$ cat src/rtl/core/rtch_pkg.sv
// ----------------------------------------------------------------------------
// rtch_pkg
// Shared types, constants and the multiply-accumulate program of the
// closest-hit ray/triangle search.
// ----------------------------------------------------------------------------
package rtch_pkg;

    localparam int FRAC_BITS     = 16;
    localparam int MAX_TRIANGLES = 65536;
    localparam int CNT_W         = $clog2(MAX_TRIANGLES);

    localparam int COORD_W  = 32;
    localparam int DIR_W    = 18;
    localparam int EDGE_W   = COORD_W + 1;
    localparam int WIDE_W   = 2 * EDGE_W + 2;
    localparam int NARROW_W = EDGE_W + 1;
    localparam int CHUNK_W  = NARROW_W / 2;
    localparam int PROD_W   = WIDE_W + CHUNK_W + 1;
    localparam int ACC_W    = 104;
    localparam int DIV_W    = ACC_W + 32;
    localparam int QUO_W    = 32;
    localparam int T_W      = 31;
    localparam int UV_W     = 17;
    localparam int IDX_W    = 16;
    localparam int CFG_W    = 32;
    localparam int CFG_IDX_W = 3;

    localparam int NUM_UOPS   = 24;
    localparam int UOP_IDX_W  = 5;
    localparam int SEQ_W      = 6;
    localparam int DIV_STEPS  = QUO_W;

    // Exact form of det >= 0.00001 at scale 2^(3F), rounded up.
    localparam logic [ACC_W-1:0] DET_MIN =
        ACC_W'(((128'd1 << (3 * FRAC_BITS)) + 128'd99999) / 128'd100000);

    localparam logic [T_W-1:0]  T_SAT  = {T_W{1'b1}};
    localparam logic [UV_W-1:0] UV_SAT = {UV_W{1'b1}};

    typedef enum logic [CFG_IDX_W-1:0] {
        CFG_ORIGIN_X = 3'd0,
        CFG_ORIGIN_Y = 3'd1,
        CFG_ORIGIN_Z = 3'd2,
        CFG_DIR_X    = 3'd3,
        CFG_DIR_Y    = 3'd4,
        CFG_DIR_Z    = 3'd5
    } cfg_idx_t;

    typedef enum logic [3:0] {
        ST_IDLE,
        ST_MAC,
        ST_DRAIN,
        ST_CHECK,
        ST_DIV_LOAD,
        ST_DIV_RUN,
        ST_DIV_SAVE,
        ST_UPDATE,
        ST_EMIT
    } state_t;

    // Wide multiplier operand sources.
    typedef enum logic [3:0] {
        A_E1X, A_E1Y, A_E1Z,
        A_SX,  A_SY,  A_SZ,
        A_NX,  A_NY,  A_NZ,
        A_QX,  A_QY,  A_QZ
    } a_src_t;

    // Narrow multiplier operand sources.
    typedef enum logic [3:0] {
        B_E2X, B_E2Y, B_E2Z,
        B_DX,  B_DY,  B_DZ,
        B_E1X, B_E1Y, B_E1Z,
        B_SX,  B_SY,  B_SZ
    } b_src_t;

    typedef enum logic [3:0] {
        D_NX, D_NY, D_NZ,
        D_QX, D_QY, D_QZ,
        D_DEN, D_UN, D_VN, D_TN
    } dst_t;

    typedef enum logic [1:0] {
        DV_T,
        DV_U,
        DV_V
    } div_sel_t;

    typedef struct packed {
        a_src_t a;
        b_src_t b;
        logic   neg;
        logic   first;
        logic   last;
        dst_t   dst;
    } uop_t;

    typedef struct packed {
        logic     load;
        logic     mac_valid;
        uop_t     uop;
        logic     hi;
        logic     check;
        logic     div_load;
        div_sel_t div_sel;
        logic     div_step;
        logic     div_save;
        logic     update;
        logic     emit;
    } cmd_t;

    typedef struct packed {
        logic hit;
        logic final_tri;
        logic out_busy;
    } stat_t;

    function automatic uop_t mk_uop(a_src_t a, b_src_t b, logic neg, logic first,
                                    logic last, dst_t dst);
        uop_t u;
        u.a     = a;
        u.b     = b;
        u.neg   = neg;
        u.first = first;
        u.last  = last;
        u.dst   = dst;
        return u;
    endfunction

    // Program: nrm = e1 x e2, q = s x dir, den = -(dir . nrm),
    // un = e2 . q, vn = -(e1 . q), tn = s . nrm.
    function automatic uop_t uop_at(logic [UOP_IDX_W-1:0] idx);
        uop_t u;
        unique case (idx)
            5'd0:    u = mk_uop(A_E1Y, B_E2Z, 1'b0, 1'b1, 1'b0, D_NX);
            5'd1:    u = mk_uop(A_E1Z, B_E2Y, 1'b1, 1'b0, 1'b1, D_NX);
            5'd2:    u = mk_uop(A_E1Z, B_E2X, 1'b0, 1'b1, 1'b0, D_NY);
            5'd3:    u = mk_uop(A_E1X, B_E2Z, 1'b1, 1'b0, 1'b1, D_NY);
            5'd4:    u = mk_uop(A_E1X, B_E2Y, 1'b0, 1'b1, 1'b0, D_NZ);
            5'd5:    u = mk_uop(A_E1Y, B_E2X, 1'b1, 1'b0, 1'b1, D_NZ);
            5'd6:    u = mk_uop(A_SY,  B_DZ,  1'b0, 1'b1, 1'b0, D_QX);
            5'd7:    u = mk_uop(A_SZ,  B_DY,  1'b1, 1'b0, 1'b1, D_QX);
            5'd8:    u = mk_uop(A_SZ,  B_DX,  1'b0, 1'b1, 1'b0, D_QY);
            5'd9:    u = mk_uop(A_SX,  B_DZ,  1'b1, 1'b0, 1'b1, D_QY);
            5'd10:   u = mk_uop(A_SX,  B_DY,  1'b0, 1'b1, 1'b0, D_QZ);
            5'd11:   u = mk_uop(A_SY,  B_DX,  1'b1, 1'b0, 1'b1, D_QZ);
            5'd12:   u = mk_uop(A_NX,  B_DX,  1'b1, 1'b1, 1'b0, D_DEN);
            5'd13:   u = mk_uop(A_NY,  B_DY,  1'b1, 1'b0, 1'b0, D_DEN);
            5'd14:   u = mk_uop(A_NZ,  B_DZ,  1'b1, 1'b0, 1'b1, D_DEN);
            5'd15:   u = mk_uop(A_QX,  B_E2X, 1'b0, 1'b1, 1'b0, D_UN);
            5'd16:   u = mk_uop(A_QY,  B_E2Y, 1'b0, 1'b0, 1'b0, D_UN);
            5'd17:   u = mk_uop(A_QZ,  B_E2Z, 1'b0, 1'b0, 1'b1, D_UN);
            5'd18:   u = mk_uop(A_QX,  B_E1X, 1'b1, 1'b1, 1'b0, D_VN);
            5'd19:   u = mk_uop(A_QY,  B_E1Y, 1'b1, 1'b0, 1'b0, D_VN);
            5'd20:   u = mk_uop(A_QZ,  B_E1Z, 1'b1, 1'b0, 1'b1, D_VN);
            5'd21:   u = mk_uop(A_NX,  B_SX,  1'b0, 1'b1, 1'b0, D_TN);
            5'd22:   u = mk_uop(A_NY,  B_SY,  1'b0, 1'b0, 1'b0, D_TN);
            5'd23:   u = mk_uop(A_NZ,  B_SZ,  1'b0, 1'b0, 1'b1, D_TN);
            default: u = mk_uop(A_E1X, B_E2X, 1'b0, 1'b0, 1'b0, D_NX);
        endcase
        return u;
    endfunction

endpackage

$ cat src/rtl/core/rtch_ctrl.sv
// ----------------------------------------------------------------------------
// rtch_ctrl
// Sequencer: steps the multiply-accumulate program, the hit check and, on a hit,
// the three shared divisions, then updates the closest hit and, after the final triangle, emits the result.
// ----------------------------------------------------------------------------
module rtch_ctrl (
    input  logic            clk,
    input  logic            rst_n,
    input  logic            in_valid,
    output logic            in_stall,
    input  rtch_pkg::stat_t stat,
    output rtch_pkg::cmd_t  cmd
);

    rtch_pkg::state_t               state_reg, state_next;
    logic [rtch_pkg::SEQ_W-1:0]     cnt_reg, cnt_next;
    rtch_pkg::div_sel_t             dsel_reg, dsel_next;

    always_ff @(posedge clk or negedge rst_n)
    begin
        if (!rst_n)
        begin
            state_reg <= rtch_pkg::ST_IDLE;
            cnt_reg   <= '0;
            dsel_reg  <= rtch_pkg::DV_T;
        end
        else
        begin
            state_reg <= state_next;
            cnt_reg   <= cnt_next;
            dsel_reg  <= dsel_next;
        end
    end

    always_comb
    begin
        state_next = state_reg;
        cnt_next   = cnt_reg;
        dsel_next  = dsel_reg;
        cmd        = '0;
        cmd.uop    = rtch_pkg::uop_at(cnt_reg[rtch_pkg::SEQ_W-1:1]);
        cmd.hi     = cnt_reg[0];
        cmd.div_sel = dsel_reg;
        in_stall   = (state_reg != rtch_pkg::ST_IDLE);

        unique case (state_reg)
            rtch_pkg::ST_IDLE:
            begin
                if (in_valid)
                begin
                    cmd.load   = 1'b1;
                    cnt_next   = '0;
                    state_next = rtch_pkg::ST_MAC;
                end
            end
            rtch_pkg::ST_MAC:
            begin
                cmd.mac_valid = 1'b1;
                if (cnt_reg == rtch_pkg::SEQ_W'(2 * rtch_pkg::NUM_UOPS - 1))
                begin
                    state_next = rtch_pkg::ST_DRAIN;
                end
                else
                begin
                    cnt_next = cnt_reg + 1'b1;
                end
            end
            rtch_pkg::ST_DRAIN:
            begin
                state_next = rtch_pkg::ST_CHECK;
            end
            rtch_pkg::ST_CHECK:
            begin
                cmd.check  = 1'b1;
                dsel_next  = rtch_pkg::DV_T;
                state_next = rtch_pkg::ST_DIV_LOAD;
            end
            rtch_pkg::ST_DIV_LOAD:
            begin
                if (stat.hit)
                begin
                    cmd.div_load = 1'b1;
                    cnt_next     = '0;
                    state_next   = rtch_pkg::ST_DIV_RUN;
                end
                else
                begin
                    state_next = rtch_pkg::ST_UPDATE;
                end
            end
            rtch_pkg::ST_DIV_RUN:
            begin
                cmd.div_step = 1'b1;
                if (cnt_reg == rtch_pkg::SEQ_W'(rtch_pkg::DIV_STEPS - 1))
                begin
                    state_next = rtch_pkg::ST_DIV_SAVE;
                end
                else
                begin
                    cnt_next = cnt_reg + 1'b1;
                end
            end
            rtch_pkg::ST_DIV_SAVE:
            begin
                cmd.div_save = 1'b1;
                if (dsel_reg == rtch_pkg::DV_V)
                begin
                    state_next = rtch_pkg::ST_UPDATE;
                end
                else
                begin
                    dsel_next  = (dsel_reg == rtch_pkg::DV_T) ? rtch_pkg::DV_U
                                                              : rtch_pkg::DV_V;
                    state_next = rtch_pkg::ST_DIV_LOAD;
                end
            end
            rtch_pkg::ST_UPDATE:
            begin
                cmd.update = 1'b1;
                state_next = stat.final_tri ? rtch_pkg::ST_EMIT : rtch_pkg::ST_IDLE;
            end
            rtch_pkg::ST_EMIT:
            begin
                if (!stat.out_busy)
                begin
                    cmd.emit   = 1'b1;
                    state_next = rtch_pkg::ST_IDLE;
                end
            end
            default:
            begin
                state_next = rtch_pkg::ST_IDLE;
            end
        endcase
    end

endmodule

$ cat config.mk
export PLATFORM = sky130hd
export DESIGN_NAME = rtch_ctrl
export DESIGN_NICKNAME = d
export VERILOG_FILES = /design/src/rtl/core/rtch_pkg.sv /design/src/rtl/core/rtch_ctrl.sv
export SDC_FILE = /design/constraint.sdc
export NUM_CORES = 1
export LEC_CHECK = 0
export ABC_AREA = 0
export BUFFER_PORTS_ARGS = -buffer_cell sky130_fd_sc_hd__buf_2
export CAP_MARGIN = 20
export CORE_MARGIN = 2
export CORE_UTILIZATION = 50
export CTS_CLUSTER_SIZE = 14
export DETAILED_ROUTE_END_ITERATION = 12
export PLACE_DENSITY = 0.77
export RECOVER_POWER = 100
export SLEW_MARGIN = 10
export SYNTH_ARGS = -nofsm -noshare
export SYNTH_HDL_FRONTEND = slang
export SYNTH_SLANG_ARGS = --single-unit
$ cat constraint.sdc
create_clock -name clk -period 3 [get_ports clk]
set_input_delay 0.3 -clock clk [delete_from_list [all_inputs] [get_ports clk]]
set_output_delay 0.3 -clock clk [all_outputs]
set_load 0.005 [all_outputs]
==> flow_summary.json <==
{
  "status": "finished, final reports clean",
  "synth_seq_cells": 12,
  "max_freq_mhz": 408,
  "cp-end-kind": "primary output",
  "crit_fanout": 11,
  "seq_area_sq_um": 300,
  "die-height_microns": 52.5,
  "viasPerCell": 5.84,
  "arrival_ns": 2.15,
  "syn_inst": 159,
  "max_slew.worst_pin.slew_ns": 0.741,
  "clkTransAtPathRegs_ns": 0.07,
  "largest_reg_flops": 6,
  "vias": 1215,
  "tns_ns": 0,
  "nets": 193,
  "fin_skew_ns": 0.00963,
  "firstDrtPassIters": 4,
  "dp_hpwl_microns": 2080,
  "cp-start-kind": "flip-flop",
  "grtUsageTotal_pct": 22.5,
  "root_buffer": "clkbuf_4",
  "clockPowerShare_pct": 7.0,
  "die_w_microns": 52.5,
  "cts_tree": "yes",
  "drtIter0Drc": 33,
  "dieArea_sq_um": 2760,
  "routed_wl_microns": 2880,
  "io_pins": 33,
  "synth_flop_cell": "dfrtp_1",
  "worst_ep_required_time_ns": 2.70,
  "synthesis.nets": 170,
  "synthArstFlopShare_pct": 100,
  "internal_power_mw": 0.660,
  "relSlewSlack_pct": 50.6,
  "start_util_pct": 53.2,
  "fillers": 236,
  "grt_first_pass_wirelength_microns": 4640,
  "final_antenna_net_count": 0,
  "final_util_pct": 58.0,
  "p_leak_nw": 0.525,
  "synthDistinctLibCells": 44,
  "numCtsBuffers": 3,
  "path_class": "reg2out",
  "pwr-share-seq_pct": 30.2,
  "power_frac_comb_pct": 62.8,
  "hold_viol": 0,
  "worstHoldPathType": "in2reg",
  "finalSetupViolations": 0,
  "switching_share_pct": 52.2,
  "postSynthAreaPerCell_sq_um": 7.40,
  "htreeDepth": 1,
  "drc": 0,
  "diodes": 0,
  "rsz0062_at_grt": "no",
  "gp_congestion": 0.820,
  "synth_edf_count": 0,
  "multiInputGateArea_sq_um": 752,
  "p_per_area_nw_per_um2": 1080,
  "total_power_mw": 1.38,
  "grt-ovfl-total": 0,
  "grt_pass1_vias": 998,
  "ir_drop_v": 0.000579,
  "switchingPower_mw": 0.721,
  "ys.warnings.count": 0,
  "maxSlewViolCount": 0,
  "clock_sinks": 12,
  "syn_area_sq_um": 1180,
  "max-cap-violations": 0,
  "fin_crit_sh_pct": 81.6,
  "clkLatencyLatePin_ns": 0.27,
  "drive_gt1_share_pct": 10.0,
  "wire_per_inst_microns": 13.8,
  "clock_path_buffers": 2,
  "core_sq_um": 2210,
  "area.growth.synth_to_final_pct": 9.04,
  "rows": 17,
  "io_buffers": 32,
  "antenna_found_initial": 0,
  "synth-seq-area-share_pct": 25.5,
  "grt_max_degree": 27,
  "min_period_ns": 2.45
}
cell usage after synthesis, types with 2 or more instances:
cell,number,area (sq um)
nor2_1,20,75.1
nand2_1,18,67.6
dfrtp_1,12,300
o21ai_0,12,60.1
a21oi_1,11,55.1
inv_1,8,30.0
clkbuf_1,6,22.5
nand2b_1,6,37.5
buf_2,5,25.0
ha_1,5,62.6
o31ai_1,4,30.0
a31oi_1,3,18.8
mux2i_1,3,30.0
nand3_1,3,15.0
nor2b_1,3,18.8
o211ai_1,3,22.5
o22ai_1,3,18.8
a211oi_1,2,15.0
a21o_1,2,15.0
buf_4,2,15.0
nand3b_1,2,15.0
nor3_1,2,10.0
nor3b_1,2,15.0
o311ai_1,2,17.5
critical path: stages, from the launching register on:
cell and delay, ns:
dfrtp_1 0.55, inv_1 0.15, ha_1 0.41, nor2_1 0.25, a21oi_1 0.06, o21ai_0 0.18
o31a_1 0.16, clkbuf_1 0.11
cell families after synthesis:
| logic type | share of synthesized area [%] |
|---|---|
| AND/OR/NAND/NOR | 26.6 |
| AO/OA/AOI/OAI | 30.1 |
| buffers and inverters | 9.15 |
| flip-flops | 25.5 |
| adder cells (fa/ha/maj) | 5.32 |
| multiplexers | 2.55 |
| XOR/XNOR | 0.745 |
worst paths after layout:
kind	start	endpoint	slack, ns	cells after the start
worst max-delay path	cnt_reg[2]$_DFFE_PN0P_	cmd[16]	0.55	7
worst min-delay path	stat[1]	state_reg[3]$_DFFE_PN0P_	0.24	2
worst max register to register	cnt_reg[5]$_DFFE_PN0P_	cnt_reg[4]$_DFFE_PN0P_	0.69	4
worst min register to register	dsel_reg[1]$_DFFE_PN0P_	dsel_reg[1]$_DFFE_PN0P_	0.56	2
max in group asynchronous	rst_n	state_reg[2]$_DFFE_PN0P_	2.01	2
min in group asynchronous	rst_n	state_reg[3]$_DFFE_PN0P_	0.56	2
power groups by stage:
stage	sequential (mW)	clock, mW	combinational [mW]
2_1_floorplan	0.260	0	0.787
3_3_place_gp	0.407	0	0.896
3_5_place_dp	0.414	0	0.903
4_1_cts	0.411	0.100	0.912
5_1_grt	0.445	0.106	0.979
6_report	0.417	0.0971	0.867
cell type report:
type	count	area share [%]
timing repair buffer	33	11.1
sequential	12	23.4
tap	28	2.73
inverter	8	2.34
multi-input combinational	124	58.6
clock buffer	3	1.76
through the flow:
| stage | instance area [sq um] | setup WS, ns | hold WS, ns | cells |
|---|---|---|---|---|
| final | 1280 | 0.552 | 0.243 | 208 |
| after CTS | 1330 | 0.587 | 0.243 | 208 |
| after floorplan | 1180 | 1.07 | 0.00441 | 159 |
| after global placement | 1290 | 0.994 | 0.186 | 204 |
| after detailed placement | 1290 | 0.901 | 0.193 | 204 |
| after global routing | 1280 | 0.351 | 0.249 | 208 |
cell usage in the layout (no fill, tap or decap), drive strengths merged, types with 2 or more instances in the layout:
cell type and n:
nor2b 3, nand2b 6, mux2i 3, nor3b 2, buf 10, nand3 3
o21ai 13, inv 8, nand2 18, o211ai 3, a21o 2, nand3b 2
o311ai 2, dfrtp 12, ha 5, clkbuf 25, a21oi 12, a211oi 2
a31oi 3, o22ai 4, o31ai 4, nor3 2, nor2 20
metal layers:
layer / vias to the layer above / wire length (microns) / GRT usage (%)
li1: 607 / - / -
met1: 563 / 1350 / 31.3
met2: 39 / 1350 / 35.4
met3: 6 / 143 / 5.14
met4: 0 / 29 / 5.13
met5: - / 0 / 0
timing repair:
action | 4_1_cts | 5_1_grt
endpoints found under the hold margin | 12 | 0
buffers inserted | 0 | 0
hold buffers | 1 | 0
resized for setup | 0 | 0
Note: power is estimated with default switching activity, not from simulation.
